File: src/lsystem_rhythm_divider_unit_macros.svh
// ---------------------------------------------------------------------------
// L-system rhythm divider assertion macros
// Concurrent checks clocked on clk and held off while rst is high.
// ---------------------------------------------------------------------------
`ifndef LSYSTEM_RHYTHM_DIVIDER_UNIT_MACROS_SVH
`define LSYSTEM_RHYTHM_DIVIDER_UNIT_MACROS_SVH

// same-cycle implication
`define LRD_ASSERT(lbl, ante, cons, msg) \
  lbl: assert property (@(posedge clk) disable iff (rst) (ante) |-> (cons)) \
    else $error(msg);

// next-cycle implication
`define LRD_ASSERT_NEXT(lbl, ante, cons, msg) \
  lbl: assert property (@(posedge clk) disable iff (rst) (ante) |=> (cons)) \
    else $error(msg);

`endif

File: src/lrd_pkg.sv
`timescale 1ns / 1ps
// ---------------------------------------------------------------------------
// lrd_pkg
// Shared types, constants and helpers of the L-system rhythm divider.
// ---------------------------------------------------------------------------
package lrd_pkg;

  // defaults of the top-level parameters
  localparam int WORD_LENGTH_DEF = 8;
  localparam int DEPTH_LIMIT_DEF = 4;
  localparam int RULE_LENGTH_DEF = 4;

  // fixed field widths
  localparam int SAMPLE_W   = 15;
  localparam int VAL_W      = 5;
  localparam int RULE_W     = 11;
  localparam int CNT_W      = 4;
  localparam int DEPTH_W    = 3;
  localparam int KW         = 4;
  localparam int CFG_IDX_W  = 3;
  localparam int CFG_DATA_W = 11;

  // symbol codes
  localparam logic [1:0] SYM_A = 2'd0;

  // schmitt trigger thresholds in millivolts
  localparam logic signed [SAMPLE_W-1:0] RISE_MV = 15'sd2000;
  localparam logic signed [SAMPLE_W-1:0] FALL_MV = 15'sd100;

  // configuration register indexes
  typedef enum logic [CFG_IDX_W-1:0] {
    REG_VALUE_A = 3'd0,
    REG_VALUE_B = 3'd1,
    REG_VALUE_C = 3'd2,
    REG_VALUE_D = 3'd3,
    REG_RULE_A  = 3'd4,
    REG_RULE_B  = 3'd5,
    REG_RULE_C  = 3'd6,
    REG_RULE_D  = 3'd7
  } cfg_reg_t;

  // controller states
  typedef enum logic [2:0] {
    S_IDLE,
    S_STEP,
    S_REWRITE,
    S_LOAD,
    S_DONE
  } ctrl_state_t;

  // controller to datapath
  typedef struct packed {
    logic capture;
    logic evaluate;
    logic rw_step;
    logic load;
    logic finish;
  } lrd_cmd_t;

  // datapath to controller
  typedef struct packed {
    logic rose;
    logic dc_zero;
    logic wrap;
    logic depth_below;
    logic rw_done;
    logic out_free;
  } lrd_status_t;

  // divide count of a value register, clamped to 1..16
  function automatic logic [VAL_W-1:0] sym_value(input logic [VAL_W-1:0] v);
    logic [VAL_W-1:0] r;
    if (v == '0) r = 5'd1;
    else if (v > 5'd16) r = 5'd16;
    else r = v;
    return r;
  endfunction

endpackage

File: src/lrd_ctrl.sv
`timescale 1ns / 1ps
// ---------------------------------------------------------------------------
// lrd_ctrl
// Sequencer of the divider: accept, evaluate, rewrite, load and deliver.
// ---------------------------------------------------------------------------
module lrd_ctrl
  import lrd_pkg::*;
(
  input  logic        clk,
  input  logic        rst,
  input  logic        sample_valid,
  output logic        sample_stall,
  input  lrd_status_t status,
  output lrd_cmd_t    cmd
);

  ctrl_state_t state, state_next;

  // state register
  always_ff @(posedge clk) begin
    if (rst) begin
      state <= S_IDLE;
    end else begin
      state <= state_next;
    end
  end

  // next state
  always_comb begin
    state_next = state;
    unique case (state)
      S_IDLE: begin
        if (sample_valid) state_next = S_STEP;
      end
      S_STEP: begin
        if (status.rose && status.dc_zero) begin
          if (status.wrap && status.depth_below) state_next = S_REWRITE;
          else state_next = S_LOAD;
        end else begin
          state_next = S_DONE;
        end
      end
      S_REWRITE: begin
        if (status.rw_done) state_next = S_LOAD;
      end
      S_LOAD: begin
        state_next = S_DONE;
      end
      S_DONE: begin
        if (status.out_free) state_next = S_IDLE;
      end
      default: state_next = S_IDLE;
    endcase
  end

  // commands and input handshake
  always_comb begin
    cmd          = '0;
    sample_stall = 1'b1;
    unique case (state)
      S_IDLE: begin
        sample_stall = 1'b0;
        cmd.capture  = sample_valid;
      end
      S_STEP:    cmd.evaluate = 1'b1;
      S_REWRITE: cmd.rw_step  = 1'b1;
      S_LOAD:    cmd.load     = 1'b1;
      S_DONE:    cmd.finish   = status.out_free;
      default: begin
        cmd          = '0;
        sample_stall = 1'b1;
      end
    endcase
  end

endmodule

File: src/lrd_dp.sv
`timescale 1ns / 1ps
// ---------------------------------------------------------------------------
// lrd_dp
// Datapath: trigger, divide counter, double-banked word store, rewrite
// walker, configuration registers and the result register.
// ---------------------------------------------------------------------------
`include "lsystem_rhythm_divider_unit_macros.svh"

module lrd_dp
  import lrd_pkg::*;
#(
  parameter int WORD_LENGTH = WORD_LENGTH_DEF,
  parameter int DEPTH_LIMIT = DEPTH_LIMIT_DEF,
  parameter int RULE_LENGTH = RULE_LENGTH_DEF
) (
  input  logic                       clk,
  input  logic                       rst,
  input  lrd_cmd_t                   cmd,
  output lrd_status_t                status,
  input  logic                       cfg_write,
  input  logic [CFG_IDX_W-1:0]       cfg_index,
  input  logic [CFG_DATA_W-1:0]      cfg_data,
  input  logic signed [SAMPLE_W-1:0] gate_sample,
  output logic                       result_valid,
  input  logic                       result_stall,
  output logic signed [SAMPLE_W-1:0] gated_sample,
  output logic                       gate_open
);

  localparam int PW = $clog2(WORD_LENGTH);
  localparam int LW = $clog2(WORD_LENGTH + 1);
  localparam logic [LW-1:0]      WordMax  = LW'(WORD_LENGTH);
  localparam logic [DEPTH_W-1:0] DepthMax = DEPTH_W'(DEPTH_LIMIT);
  localparam logic [KW-1:0]      RuleMax  = KW'(RULE_LENGTH);

  logic [VAL_W-1:0]  value_reg [4];
  logic [RULE_W-1:0] rule_reg  [4];

  logic [1:0] word_mem [2][WORD_LENGTH];
  logic       sel;

  logic signed [SAMPLE_W-1:0] sample;
  logic              trig;
  logic              open_flag;
  logic [LW-1:0]     length;
  logic [PW-1:0]     position;
  logic [CNT_W-1:0]  dc;
  logic [VAL_W-1:0]  modulus;
  logic [DEPTH_W-1:0] depth;
  logic [LW-1:0]     rw_i;
  logic [LW-1:0]     rw_n;
  logic [KW-1:0]     rw_k;

  // configuration registers
  always_ff @(posedge clk) begin
    if (rst) begin
      for (int j = 0; j < 4; j++) begin
        value_reg[j] <= VAL_W'(1);
        rule_reg[j]  <= '0;
      end
    end else if (cfg_write) begin
      unique case (cfg_reg_t'(cfg_index))
        REG_VALUE_A: value_reg[0] <= cfg_data[VAL_W-1:0];
        REG_VALUE_B: value_reg[1] <= cfg_data[VAL_W-1:0];
        REG_VALUE_C: value_reg[2] <= cfg_data[VAL_W-1:0];
        REG_VALUE_D: value_reg[3] <= cfg_data[VAL_W-1:0];
        REG_RULE_A:  rule_reg[0]  <= cfg_data[RULE_W-1:0];
        REG_RULE_B:  rule_reg[1]  <= cfg_data[RULE_W-1:0];
        REG_RULE_C:  rule_reg[2]  <= cfg_data[RULE_W-1:0];
        REG_RULE_D:  rule_reg[3]  <= cfg_data[RULE_W-1:0];
      endcase
    end
  end

  // trigger edge and position step
  logic [LW-1:0] pos_ext;
  logic [LW-1:0] pos_inc;
  logic          rose;
  logic          trig_next;
  logic          wrap;
  logic [PW-1:0] pos_next;

  assign pos_ext   = LW'(position);
  assign pos_inc   = pos_ext + LW'(1);
  assign rose      = !trig && (sample >= RISE_MV);
  assign trig_next = trig ? !(sample <= FALL_MV) : (sample >= RISE_MV);
  assign wrap      = (pos_inc == length);
  assign pos_next  = wrap ? '0 : pos_inc[PW-1:0];

  // divide counter step against the current modulus
  logic [VAL_W-1:0] dc_ext;
  logic [VAL_W-1:0] dc_inc;
  logic [CNT_W-1:0] dc_step;

  assign dc_ext  = VAL_W'(dc);
  assign dc_inc  = dc_ext + VAL_W'(1);
  assign dc_step = (dc_inc == modulus) ? '0 : dc_inc[CNT_W-1:0];

  // single read port of the current bank
  logic [PW-1:0] rd_addr;
  logic [1:0]    rd_sym;

  assign rd_addr = cmd.load ? position : rw_i[PW-1:0];
  assign rd_sym  = word_mem[sel][rd_addr];

  // rule decode for the symbol under the walker
  logic [RULE_W-1:0] rule;
  logic [KW-1:0]     len_raw;
  logic [KW-1:0]     len_r;
  logic [15:0]       rule_shift;
  logic [1:0]        sym_k;
  logic              rw_done;
  logic              emit;

  assign rule       = rule_reg[rd_sym];
  assign len_raw    = KW'(rule[10:8]);
  assign len_r      = (len_raw > RuleMax) ? RuleMax : len_raw;
  assign rule_shift = 16'(rule) >> {rw_k, 1'b0};
  assign sym_k      = rule_shift[1:0];
  assign rw_done    = (rw_i >= length) || (rw_n == WordMax);
  assign emit       = (rw_k < len_r);

  // loaded divide count of the new current symbol
  logic [VAL_W-1:0] load_mod;

  assign load_mod = sym_value(value_reg[rd_sym]);

  // word store, two banks: rewrite fills the idle bank
  always_ff @(posedge clk) begin
    if (rst) begin
      for (int b = 0; b < 2; b++) begin
        for (int j = 0; j < WORD_LENGTH; j++) begin
          word_mem[b][j] <= SYM_A;
        end
      end
    end else begin
      if (cmd.evaluate && rose && status.dc_zero && wrap && !status.depth_below) begin
        word_mem[sel][0] <= SYM_A;
      end
      if (cmd.rw_step && !rw_done && emit) begin
        word_mem[!sel][rw_n[PW-1:0]] <= sym_k;
      end
      if (cmd.rw_step && rw_done && (rw_n == '0)) begin
        word_mem[!sel][0] <= SYM_A;
      end
    end
  end

  // divider state
  always_ff @(posedge clk) begin
    if (rst) begin
      sel       <= 1'b0;
      trig      <= 1'b0;
      open_flag <= 1'b0;
      length    <= LW'(1);
      position  <= '0;
      dc        <= '0;
      modulus   <= VAL_W'(1);
      depth     <= '0;
      rw_i      <= '0;
      rw_n      <= '0;
      rw_k      <= '0;
    end else begin
      if (cmd.evaluate) begin
        trig <= trig_next;
        rw_i <= '0;
        rw_n <= '0;
        rw_k <= '0;
        if (rose) begin
          if (status.dc_zero) begin
            position <= pos_next;
            if (wrap && !status.depth_below) begin
              length <= LW'(1);
              depth  <= '0;
            end
          end else begin
            open_flag <= 1'b0;
            dc        <= dc_step;
          end
        end
      end
      if (cmd.rw_step) begin
        if (rw_done) begin
          length <= (rw_n == '0) ? LW'(1) : rw_n;
          sel    <= !sel;
          depth  <= depth + DEPTH_W'(1);
        end else if (emit) begin
          rw_n <= rw_n + LW'(1);
          rw_k <= rw_k + KW'(1);
        end else begin
          rw_i <= rw_i + LW'(1);
          rw_k <= '0;
        end
      end
      if (cmd.load) begin
        modulus   <= load_mod;
        open_flag <= 1'b1;
        dc        <= (load_mod == VAL_W'(1)) ? '0 : CNT_W'(1);
      end
    end
  end

  // input capture
  always_ff @(posedge clk) begin
    if (cmd.capture) begin
      sample <= gate_sample;
    end
  end

  // result register
  always_ff @(posedge clk) begin
    if (rst) begin
      result_valid <= 1'b0;
    end else if (cmd.finish) begin
      result_valid <= 1'b1;
    end else if (!result_stall) begin
      result_valid <= 1'b0;
    end
  end

  always_ff @(posedge clk) begin
    if (cmd.finish) begin
      gated_sample <= open_flag ? sample : '0;
      gate_open    <= open_flag;
    end
  end

  // status to the controller
  always_comb begin
    status.rose        = rose;
    status.dc_zero     = (dc == '0);
    status.wrap        = wrap;
    status.depth_below = (depth < DepthMax);
    status.rw_done     = rw_done;
    status.out_free    = !result_valid || !result_stall;
  end

  // checks
  logic len_ok;
  assign len_ok = (length != '0) && (length <= WordMax);

  `LRD_ASSERT(a_dc_below_mod, 1'b1, dc_ext < modulus, "divide count reached modulus")
  `LRD_ASSERT(a_pos_in_word, 1'b1, pos_ext < length, "position beyond word length")
  `LRD_ASSERT(a_len_range, 1'b1, len_ok, "word length out of range")
  `LRD_ASSERT(a_closed_zero, result_valid && !gate_open, gated_sample == '0, "closed gate leaks")
  `LRD_ASSERT_NEXT(a_finish_valid, cmd.finish, result_valid, "finished beat not presented")

endmodule

File: src/lsystem_rhythm_divider_unit.sv
`timescale 1ns / 1ps
// ---------------------------------------------------------------------------
// lsystem_rhythm_divider_unit
// Clock divider steered by an L-system word: gate samples in, gated samples
// out, one result beat per input beat.
// ---------------------------------------------------------------------------
// channel   | handshake                    | payload
// sample    | sample_valid / sample_stall  | gate_sample
// result    | result_valid / result_stall  | gated_sample, gate_open
// config    | cfg_write                    | cfg_index, cfg_data
//
// A beat runs accept, evaluate, load when the gate opens, and deliver; on a
// word wrap below the depth limit the rewrite walker runs before load (one
// symbol read or one symbol write per cycle through the single word-store
// port). rst is synchronous; it restores the single-symbol word and clears
// all control state. A new sample is taken while the previous result beat
// still waits under result_stall; delivery holds only at the end of a beat.
// ---------------------------------------------------------------------------
module lsystem_rhythm_divider_unit
  import lrd_pkg::*;
#(
  parameter int WORD_LENGTH = WORD_LENGTH_DEF,
  parameter int DEPTH_LIMIT = DEPTH_LIMIT_DEF,
  parameter int RULE_LENGTH = RULE_LENGTH_DEF
) (
  input  logic                       clk,
  input  logic                       rst,
  input  logic                       cfg_write,
  input  logic [CFG_IDX_W-1:0]       cfg_index,
  input  logic [CFG_DATA_W-1:0]      cfg_data,
  input  logic                       sample_valid,
  output logic                       sample_stall,
  input  logic signed [SAMPLE_W-1:0] gate_sample,
  output logic                       result_valid,
  input  logic                       result_stall,
  output logic signed [SAMPLE_W-1:0] gated_sample,
  output logic                       gate_open
);

  lrd_cmd_t    cmd;
  lrd_status_t status;

  // sequencer
  lrd_ctrl u_ctrl (
    .clk          (clk),
    .rst          (rst),
    .sample_valid (sample_valid),
    .sample_stall (sample_stall),
    .status       (status),
    .cmd          (cmd)
  );

  // datapath
  lrd_dp #(
    .WORD_LENGTH (WORD_LENGTH),
    .DEPTH_LIMIT (DEPTH_LIMIT),
    .RULE_LENGTH (RULE_LENGTH)
  ) u_dp (
    .clk          (clk),
    .rst          (rst),
    .cmd          (cmd),
    .status       (status),
    .cfg_write    (cfg_write),
    .cfg_index    (cfg_index),
    .cfg_data     (cfg_data),
    .gate_sample  (gate_sample),
    .result_valid (result_valid),
    .result_stall (result_stall),
    .gated_sample (gated_sample),
    .gate_open    (gate_open)
  );

endmodule

File: config.mk
export PLATFORM = sky130hd
export DESIGN_NAME = lsystem_rhythm_divider_unit
export DESIGN_NICKNAME = d
export VERILOG_FILES = /design/src/lrd_pkg.sv /design/src/lrd_ctrl.sv /design/src/lrd_dp.sv /design/src/lsystem_rhythm_divider_unit.sv
export VERILOG_INCLUDE_DIRS = /design/src /design/src/src
export SDC_FILE = /design/constraint.sdc
export NUM_CORES = 1
export LEC_CHECK = 0
export ABC_CLOCK_PERIOD_IN_PS = 6100
export BUFFER_PORTS_ARGS = -buffer_cell sky130_fd_sc_hd__buf_2
export CAP_MARGIN = 5
export CELL_PAD_IN_SITES_DETAIL_PLACEMENT = 0
export CELL_PAD_IN_SITES_GLOBAL_PLACEMENT = 2
export CORE_UTILIZATION = 41
export CTS_CLUSTER_DIAMETER = 50
export CTS_CLUSTER_SIZE = 12
export DETAILED_ROUTE_END_ITERATION = 10
export GPL_TIMING_DRIVEN = 0
export PLACE_DENSITY_LB_ADDON = 0.1
export SETUP_SLACK_MARGIN = 0.3
export SYNTH_ARGS = -nofsm -noshare
export SYNTH_HDL_FRONTEND = slang
export SYNTH_HIERARCHICAL = 1
export SYNTH_SLANG_ARGS = --single-unit
File: constraint.sdc
create_clock -name clk -period 6.1 [get_ports clk]
set_input_delay 1.83 -clock clk [delete_from_list [all_inputs] [get_ports clk]]
set_output_delay 1.83 -clock clk [all_outputs]
set_load 0.02 [all_outputs]
==> flow_metrics.py, run 1 <==
metrics = {
    "yosys": {
        "synth-async-reset-ratio": 0,
        "syn-cell-area_sq_um": 8370,
        "synth_cell_types": 65,
        "synth_warnings": 6,
        "synth_nets": 784,
        "ys.flop_type": "edfxtp_1",
        "synth.avg_cell_area_sq_um": 11.4,
        "synth_cells": 736,
        "yosysSeqAreaShare": 0.549,
        "synth-edff-count": 127,
        "ys_ff_latch": 166,
    },
    "clock_tree": {
        "path_clk_slew_ns": 0.07,
        "htree_levels": 4,
        "cts_sinks": 166,
        "root_buffer": "clkbuf_16",
        "cts_buffer_depth": 2,
        "cts_tree": "done",
        "clk_latency_ns": 0.43,
        "numCtsBuffers": 17,
    },
    "final_layout": {
        "fin_util": 0.493,
        "antenna_cells": 0,
        "syn_to_final_growth_pct": 16.0,
        "final_common_cell": "edfxtp_1",
        "drive_above_1_share": 0.180,
        "largest_register_ffs": 44,
        "layout_common_cells": "127 x edfxtp_1, 78 x and2_1, 56 x buf_2",
        "nNetsFinal": 862,
        "fill_cells": 1828,
    },
    "placed_design": {
        "place_hpwl_mm": 15.3,
        "port_buffers": 51,
        "dp_slack_ns": -0.549,
        "place.gp.congestion": 0.814,
    },
    "sta": {
        "fin_worst_skew_ns": 0.0123,
        "final.setup.tns_ns": 0,
        "relSlewSlack": 0.413,
        "finalCritPeriodShare": 0.897,
        "setup_viol": 0,
        "fmax_ghz": 0.183,
        "period_needed_ns": 5.47,
        "rsz0062_at_grt": "no",
        "slew_viol_final": 0,
        "worst_pin_slew_ns": 0.873,
        "hold_violations": 0,
        "fin_ws_ns": 0.628,
    },
    "floorplan": {
        "core_area_sq_um": 19700,
        "initial_core_util": 0.425,
        "die-height_microns": 145,
        "die_x_microns": 145,
        "ioPinCount": 52,
        "rows": 51,
        "die_area_sq_um": 21000,
    },
    "global_route": {
        "grt_use_total": 0.204,
        "antenna_found_initial": 0,
        "grt_max_degree": 17,
        "grt_pass1_wl_mm": 32.8,
        "grt_pass1_vias": 6027,
        "overflow": 0,
    },
    "detailed_routing": {
        "wl_per_cell_microns": 19.0,
        "vias": 5984,
        "drc": 0,
        "vias_per_cell": 5.48,
        "antenna_left": 0,
        "drt_iter0_markers": 378,
        "firstDrtPassIters": 5,
        "drt_wl_total_mm": 20.8,
    },
    "outcome": {
        "status": "completed",
    },
    "worst_setup_path": {
        "critPathLaunchType": "register",
        "critPathRequiredTime_ns": 6.22,
        "worstRegToRegCells": 24,
        "path_class": "register to register",
        "crit_fanout": 10,
        "crit_arrival_ns": 5.60,
        "crit_path_end_kind": "register",
    },
    "pwr": {
        "ir_drop_mv": 0.184,
        "powerDensity_nw_per_um2": 271,
        "leakagePower_nw": 3.48,
        "total_power_w": 0.00263,
    },
    "job": {
        "cap_violations": 0,
    },
    "hold_path": {
        "min_path_cells": 2,
        "hp-class": "register to register",
    },
}
-- stage by stage --
stage	cell area, sq um	hold slack (ns)	instances
6_report	9720	0.483	1092
5_1_grt	9720	0.494	1092
4_1_cts	9660	0.483	1091
3_5_place_dp	9020	0.476	1057
3_3_place_gp	8960	0.461	1052
2_1_floorplan	8370	0.448	736
-- worst max-delay path, cell delays in order (launching register included) --
cell and delay [ns]:
dfxtp_1 0.31, clkbuf_2 0.18, and3b_2 0.24, buf_6 0.13, mux2_4 0.31, buf_6 0.16, mux4_2 0.41, mux2_2 0.32
o21a_1 0.19, buf_2 0.19, buf_6 0.18, buf_6 0.17, mux2i_1 0.19, mux2_2 0.22, o211ai_1 0.12, ha_1 0.22
nor2_1 0.11, nand2_1 0.14, a2111oi_4 0.35, o211ai_1 0.19, nand3_2 0.16, buf_4 0.21, buf_6 0.18, nand2_1 0.11
o21ai_2 0.18
-- logic make-up (layout without fill, tap and decap cells) --
kind of cell	after synthesis	count (layout)	synth area share
simple gates	288	288	0.183
flops	166	166	0.549
compound gates	124	124	0.103
buf+inv	69	160	0.0382
mux	64	64	0.0947
fa+ha+maj	14	14	0.0209
xor+xnor	11	11	0.0115
-- final timing paths --
check	end	slack (ns)	start
hold / removal	u_dp/depth[1]	0.48	u_dp/depth[1]
setup reg to reg	u_dp/word_mem[0][1]	0.63	u_ctrl/state[2]
hold reg to reg	u_dp/depth[1]	0.48	u_dp/depth[1]
setup / recovery	u_dp/word_mem[0][1]	0.63	u_ctrl/state[2]
-- where the power goes --
group	switching, W	internal (W)	leakage [nW]
Clock	0.000475	0.000655	0.295
Combinational	0.000140	0.0000773	1.63
Sequential	0.0000196	0.00127	1.55
Total	0.000634	0.00200	3.48
-- timing repair --
item / in CTS / in global routing
endpoints found under the setup margin: 70 / 60
gates cloned: 0 / 0
hold buffers: 0 / 0
resized for setup: 5 / 12
buffers inserted: 2 / 1
pin swaps: 1 / 1
-- area by class of cell --
cell class              instances  area (sq um)  area share
plain buffers                  46           245      0.0252
flip-flops and latches        166          4590       0.473
well taps                     265           332      0.0341
clock buffers                  17           425      0.0438
multi-input cells             501          3510       0.361
clock inverters                15           190      0.0196
repair buffers                 59           330      0.0340
inverters                      23          86.3     0.00889
-- layer usage --
metal  GRT usage  up-vias  wire length (microns)
met5           0        -                      0
met4      0.0777        0                    474
met3      0.0377       33                    911
met2       0.343      158                  10200
met1       0.259     2908                   9150
li1            -     2885                      -
-- synth_stat cells (all sizes together) (5+ instances only) --
cell | instances | area share
a21oi | 26 | 0.016
a22oi | 5 | 0.0045
a311oi | 11 | 0.012
a31o | 6 | 0.0063
a31oi | 11 | 0.0082
and2 | 78 | 0.058
and3 | 7 | 0.0052
buf | 18 | 0.015
clkbuf | 28 | 0.013
dfxtp | 39 | 0.093
edfxtp | 127 | 0.46
ha | 14 | 0.021
inv | 21 | 0.0094
mux2 | 9 | 0.013
mux2i | 44 | 0.053
mux4 | 11 | 0.030
nand2 | 42 | 0.019
nand2b | 18 | 0.013
nand3 | 32 | 0.019
nand4 | 8 | 0.0060
nor2 | 52 | 0.023
nor2b | 9 | 0.0067
nor3 | 21 | 0.013
o211ai | 7 | 0.0063
o21ai | 22 | 0.013
or3 | 5 | 0.0039
xnor2 | 6 | 0.0063
xor2 | 5 | 0.0052
Power figures use the tool's default switching activity.
==> inputs of run 2 (changes only) <==
Settings changed: ABC_AREA from default to 1, CORE_UTILIZATION 41 to 38, REMOVE_ABC_BUFFERS from default to 1.
==> flow_metrics.py, run 2 <==
metrics = {
    "global_route": {
        "grt_use_total": 0.182,
        "overflow": 0,
        "antenna_found_initial": 0,
        "grt_pass1_wl_mm": 30.7,
        "grt_max_degree": 44,
        "grt_pass1_vias": 6071,
    },
    "detailed_routing": {
        "top_layer": "met4",
        "vias_per_cell": 4.93,
        "wl_met3_microns": 687,
        "wl_per_cell_microns": 15.2,
        "route.met2.wl_mm": 9.23,
        "met1Wirelength_mm": 8.58,
        "antenna_left": 0,
        "drt_wl_total_mm": 18.7,
        "vias": 6070,
        "firstDrtPassIters": 5,
        "drt_iter0_markers": 293,
        "drc": 0,
    },
    "final_layout": {
        "layout_common_cells": "186 x nand2_1, 168 x nor2_1, 127 x edfxtp_1",
        "largest_register_ffs": 44,
        "syn_to_final_growth_pct": 12.5,
        "nNetsFinal": 995,
        "stdcell_count": 1230,
        "final_common_cell": "nand2_1",
        "seqCellArea_sq_um": 4590,
        "antenna_cells": 0,
        "drive_above_1_share": 0.122,
        "fill_cells": 2025,
        "multiInputGateArea_sq_um": 2840,
    },
    "yosys": {
        "yosysMostFrequentCell": "nand2_1",
        "synth_cell_types": 46,
        "ys_ff_latch": 166,
        "synth.largest_area_cell": "edfxtp_1",
        "synth_commonest_cells": "186 x nand2_1, 168 x nor2_1, 127 x edfxtp_1",
        "synth.avg_cell_area_sq_um": 8.92,
        "synth-async-reset-ratio": 0,
        "synth_cells": 905,
        "synth-edff-count": 127,
        "syn-cell-area_sq_um": 8080,
        "synth_warnings": 6,
        "synth.area.top_cells": "edfxtp_1 47%, dfxtp_1 9.7%, nand2_1 8.6%",
        "ys.flop_type": "edfxtp_1",
        "yosysSeqAreaShare": 0.569,
        "synth_top_area_share": 0.472,
    },
    "placed_design": {
        "place.gp.congestion": 0.778,
        "port_buffers": 51,
        "dp_slack_ns": 1.08,
        "place_hpwl_mm": 12.8,
        "place_inst": 1197,
    },
    "floorplan": {
        "ioPinCount": 52,
        "die-height_microns": 148,
        "die_x_microns": 148,
        "initial_core_util": 0.393,
        "die_area_sq_um": 21800,
        "rows": 52,
        "core_area_sq_um": 20600,
    },
    "pwr": {
        "total_power_w": 0.00290,
        "pwr-share-seq": 0.465,
        "power_switching_w": 0.000884,
        "leakagePower_nw": 3.93,
        "p_clk_frac": 0.363,
        "powerDensity_nw_per_um2": 319,
        "power_frac_comb": 0.171,
        "ir_drop_mv": 0.154,
        "internal_power_w": 0.00201,
        "switching_share": 0.305,
    },
    "clock_tree": {
        "cts_sinks": 166,
        "path_clk_slew_ns": 0.07,
        "cts_setup_buffers": 0,
        "post_cts_resized": 0,
        "clk_latency_ns": 0.43,
        "htree_levels": 4,
        "root_buffer": "clkbuf_16",
        "cts_tree": "done",
        "numCtsBuffers": 17,
        "cts_buffer_depth": 2,
        "hold_buffers": 0,
    },
    "sta": {
        "rsz0062_at_grt": "no",
        "slew_viol_final": 0,
        "hold_violations": 0,
        "setup_viol": 0,
        "fin_ws_ns": 1.10,
        "fmax_ghz": 0.200,
        "worst_pin_slew_ns": 0.804,
        "period_needed_ns": 5.00,
        "relSlewSlack": 0.463,
        "finalCritPeriodShare": 0.820,
        "final.setup.tns_ns": 0,
        "fin_worst_skew_ns": 0.0163,
        "whs_ns": 0.477,
    },
    "hold_path": {
        "min_path_cells": 2,
        "hp-class": "register to register",
    },
    "worst_setup_path": {
        "crit_fanout": 33,
        "worstRegToRegCells": 23,
        "crit_arrival_ns": 5.13,
        "path_class": "register to register",
        "critPathLaunchType": "register",
        "crit_path_end_kind": "register",
        "critPathRequiredTime_ns": 6.23,
    },
    "outcome": {
        "status": "completed",
    },
    "job": {
        "cap_violations": 0,
    },
}
run 2: kinds of logic after synthesis:
| logic type | share of synthesized area |
|---|---|
| and+or+nand+nor | 0.243 |
| DFF | 0.569 |
| buffers and inverters | 0.0801 |
| AOI/OAI and AO/OA | 0.0692 |
| xor gates and xnor gates | 0.0174 |
| adders and majority gates | 0.0217 |
run 2: layout make-up:
cell class	count	share of cell area
Sequential cell	166	0.506
Multi-Input combinational cell	586	0.313
Inverter	121	0.0500
Clock buffer	18	0.0473
Tap cell	270	0.0372
Timing Repair Buffer	55	0.0314
Clock inverter	14	0.0154
run 2: path summary, 6_finish.rpt:
kind              slack (ns)                   to             from
setup / recovery        1.10  u_dp/word_mem[0][2]  u_ctrl/state[1]
hold / removal          0.48            u_dp/trig        u_dp/trig
setup reg to reg        1.10  u_dp/word_mem[0][2]  u_ctrl/state[1]
hold reg to reg         0.48            u_dp/trig        u_dp/trig
run 2: worst max-delay path: stages (launching register included):
cell      delay (ns)
dfxtp_1         0.41
inv_1           0.08
nor2_1          0.52
inv_2           0.28
nand2_2         0.14
nand2_2         0.14
nand2_1         0.10
nand2_1         0.09
nand2_1         0.09
nand3_2         0.14
nand2_2         0.56
inv_2           0.42
nand2_1         0.15
nand3_1         0.10
nand3_1         0.12
ha_1            0.23
inv_1           0.05
o21bai_1        0.09
nand2_1         0.08
nand2_2         0.14
nand4_4         0.15
inv_2           0.24
nand4_1         0.19
nand2_1         0.16
run 2: per-stage QoR:
step | util | area (sq um)
CTS | 0.441 | 9070
detailed placement | 0.414 | 8510
finish | 0.442 | 9080
floorplan | - | 7880
global route | 0.442 | 9080
global placement | 0.412 | 8480
run 2: power by group through the flow:
| stage | Sequential, W | Combinational [W] | Clock (W) |
|---|---|---|---|
| 2_1_floorplan | 0.00137 | 0.000325 | 0 |
| 3_3_place_gp | 0.00137 | 0.000485 | 0 |
| 3_5_place_dp | 0.00137 | 0.000497 | 0 |
| 4_1_cts | 0.00135 | 0.000500 | 0.00108 |
| 5_1_grt | 0.00136 | 0.000560 | 0.00113 |
| 6_report | 0.00135 | 0.000496 | 0.00105 |
run 2: metal layers:
layer | vias to the layer above | GRT usage
li1 | 3060 | -
met1 | 2885 | 0.227
met2 | 106 | 0.318
met3 | 19 | 0.0358
met4 | 0 | 0.0536
met5 | - | 0
==> inputs of run 3 (changes only) <==
Settings changed: ABC_CLOCK_PERIOD_IN_PS 6100 to 5200.
Clock period 6.1 ns to 5.2 ns, I/O delays scaled along.
==> flow_metrics.py, run 3 (synthesis gave the netlist of run 2 again) <==
metrics = {
    "floorplan": {
        "ioPinCount": 52,
        "die-height_microns": 148,
        "die_x_microns": 148,
        "die_area_sq_um": 21800,
        "core_area_sq_um": 20600,
        "initial_core_util": 0.393,
        "rows": 52,
    },
    "final_layout": {
        "layout_common_cells": "186 x nand2_1, 167 x nor2_1, 127 x edfxtp_1",
        "fill_cells": 2020,
        "antenna_cells": 0,
        "largest_register_ffs": 44,
        "nNetsFinal": 995,
        "syn_to_final_growth_pct": 12.7,
        "postLayoutCellArea_sq_um": 9100,
        "drive_above_1_share": 0.123,
        "final_common_cell": "nand2_1",
        "stdcell_count": 1230,
        "fin_util": 0.443,
    },
    "pwr": {
        "pwr-share-seq": 0.465,
        "powerDensity_nw_per_um2": 374,
        "internal_power_w": 0.00236,
        "leakagePower_nw": 3.93,
        "p_clk_frac": 0.363,
        "power_switching_w": 0.00104,
        "switching_share": 0.306,
        "power_frac_comb": 0.172,
        "ir_drop_mv": 0.181,
    },
    "placed_design": {
        "place_area_sq_um": 8510,
        "dp_slack_ns": 0.176,
        "port_buffers": 51,
        "place_inst": 1197,
        "place_hpwl_mm": 12.8,
        "place.gp.congestion": 0.778,
    },
    "global_route": {
        "grt_use_total": 0.182,
        "grt_max_degree": 44,
        "overflow": 0,
        "grt_pass1_vias": 6071,
        "antenna_found_initial": 0,
        "grt_pass1_wl_mm": 30.7,
    },
    "sta": {
        "final.setup.tns_ns": 0,
        "rsz0062_at_grt": "no",
        "worst_pin_slew_ns": 0.808,
        "relSlewSlack": 0.460,
        "slew_viol_final": 0,
        "finalCritPeriodShare": 0.842,
        "setup_viol": 0,
        "fmax_ghz": 0.228,
        "fin_worst_skew_ns": 0.0199,
        "period_needed_ns": 4.38,
        "fin_ws_ns": 0.823,
        "hold_violations": 0,
    },
    "hold_path": {
        "min_path_cells": 2,
        "worstHoldStart": "u_dp/trig",
        "hold_path_end": "u_dp/trig",
        "hp-class": "register to register",
    },
    "detailed_routing": {
        "wl_per_cell_microns": 15.2,
        "drt_wl_total_mm": 18.7,
        "drc": 0,
        "vias_per_cell": 4.94,
        "antenna_left": 0,
        "firstDrtPassIters": 4,
        "vias": 6079,
        "drt_iter0_markers": 295,
    },
    "outcome": {
        "status": "completed",
    },
    "worst_setup_path": {
        "path_class": "register to register",
        "crit_path_end_kind": "register",
        "r2r-start": "u_ctrl/state[1]",
        "crit_arrival_ns": 4.50,
        "crit_fanout": 33,
        "critPathLaunchType": "register",
        "critPathRequiredTime_ns": 5.32,
        "r2r_end": "u_dp/word_mem[1][7]",
        "worstRegToRegCells": 22,
        "rrSetupSlack_ns": 0.82,
    },
    "clock_tree": {
        "cts_tree": "done",
        "cts_buffer_depth": 2,
        "path_clk_slew_ns": 0.07,
        "htree_levels": 4,
        "numCtsBuffers": 17,
        "clk_latency_ns": 0.44,
        "root_buffer": "clkbuf_16",
        "cts_sinks": 166,
    },
    "job": {
        "cap_violations": 0,
    },
}
run 3: cell count changes in the layout (fill, tap and decap cells not counted):
cell | before | now
nand2_2 | 8 | 6
nand2_4 | 0 | 1
nand2_8 | 0 | 1
nor2_1 | 168 | 167
nor2_2 | 2 | 3
run 3: timing repair:
| action | in CTS | in global routing |
|---|---|---|
| endpoints found under the setup margin | 31 | 64 |
| gates resized for setup | 1 | 3 |
| buffers inserted | 0 | 0 |
| hold buffers | 0 | 0 |
| endpoints found under the hold margin | 0 | 0 |
run 3: metal layers:
layer | track usage | wire [microns]
met1 | 0.227 | 8510
met2 | 0.318 | 9270
met3 | 0.0358 | 734
met4 | 0.0536 | 208
met5 | 0 | 0
run 3: cell type report:
class / count / area (sq um) / share of cell area
Clock buffer: 18 / 429 / 0.0471
Clock inverter: 14 / 140 / 0.0154
Inverter: 121 / 454 / 0.0499
Multi-Input combinational cell: 586 / 2860 / 0.314
Sequential cell: 166 / 4590 / 0.505
Tap cell: 270 / 338 / 0.0371
Timing Repair Buffer: 55 / 285 / 0.0313
run 3: worst max path at each step:
stage,slack (ns),from,end,cells after the start
floorplan,1.46,result_stall,u_dp/gate_open,3
global placement,0.27,u_ctrl/state[0],u_dp/word_mem[0][3],23
detailed placement,0.18,u_ctrl/state[0],u_dp/word_mem[0][2],23
CTS,0.41,u_ctrl/state[0],u_dp/word_mem[0][2],23
global route,0.34,u_ctrl/state[1],u_dp/word_mem[1][3],22
finish,0.82,u_ctrl/state[1],u_dp/word_mem[1][7],22
run 3: power by group through the flow:
stage	Clock [W]	Sequential, W	Combinational (W)
floorplan	0	0.00161	0.000381
global placement	0	0.00161	0.000568
detailed placement	0	0.00161	0.000583
CTS	0.00127	0.00158	0.000587
global route	0.00132	0.00159	0.000662
finish	0.00124	0.00158	0.000587
run 3: through the flow:
stage          total power, W  hold WS [ns]
6_report              0.00340         0.473
3_3_place_gp          0.00218         0.460
3_5_place_dp          0.00219         0.469
4_1_cts               0.00344         0.475
5_1_grt               0.00358         0.507
2_1_floorplan         0.00199         0.444
run 3: worst max-delay path: stages, from the launching register on:
cell	delay (ns)
dfxtp_1	0.41
inv_1	0.09
nor2_2	0.35
inv_2	0.23
nand2_2	0.11
nand2_2	0.15
nand3_1	0.12
nand3_1	0.09
nand3_2	0.18
nand2_8	0.19
inv_2	0.45
nand2_1	0.10
nand3_1	0.11
nand3_1	0.09
ha_1	0.28
inv_1	0.05
o21bai_1	0.09
nand2_1	0.08
nand2_2	0.14
nand4_4	0.15
inv_2	0.24
nand4_1	0.19
nand2_1	0.16
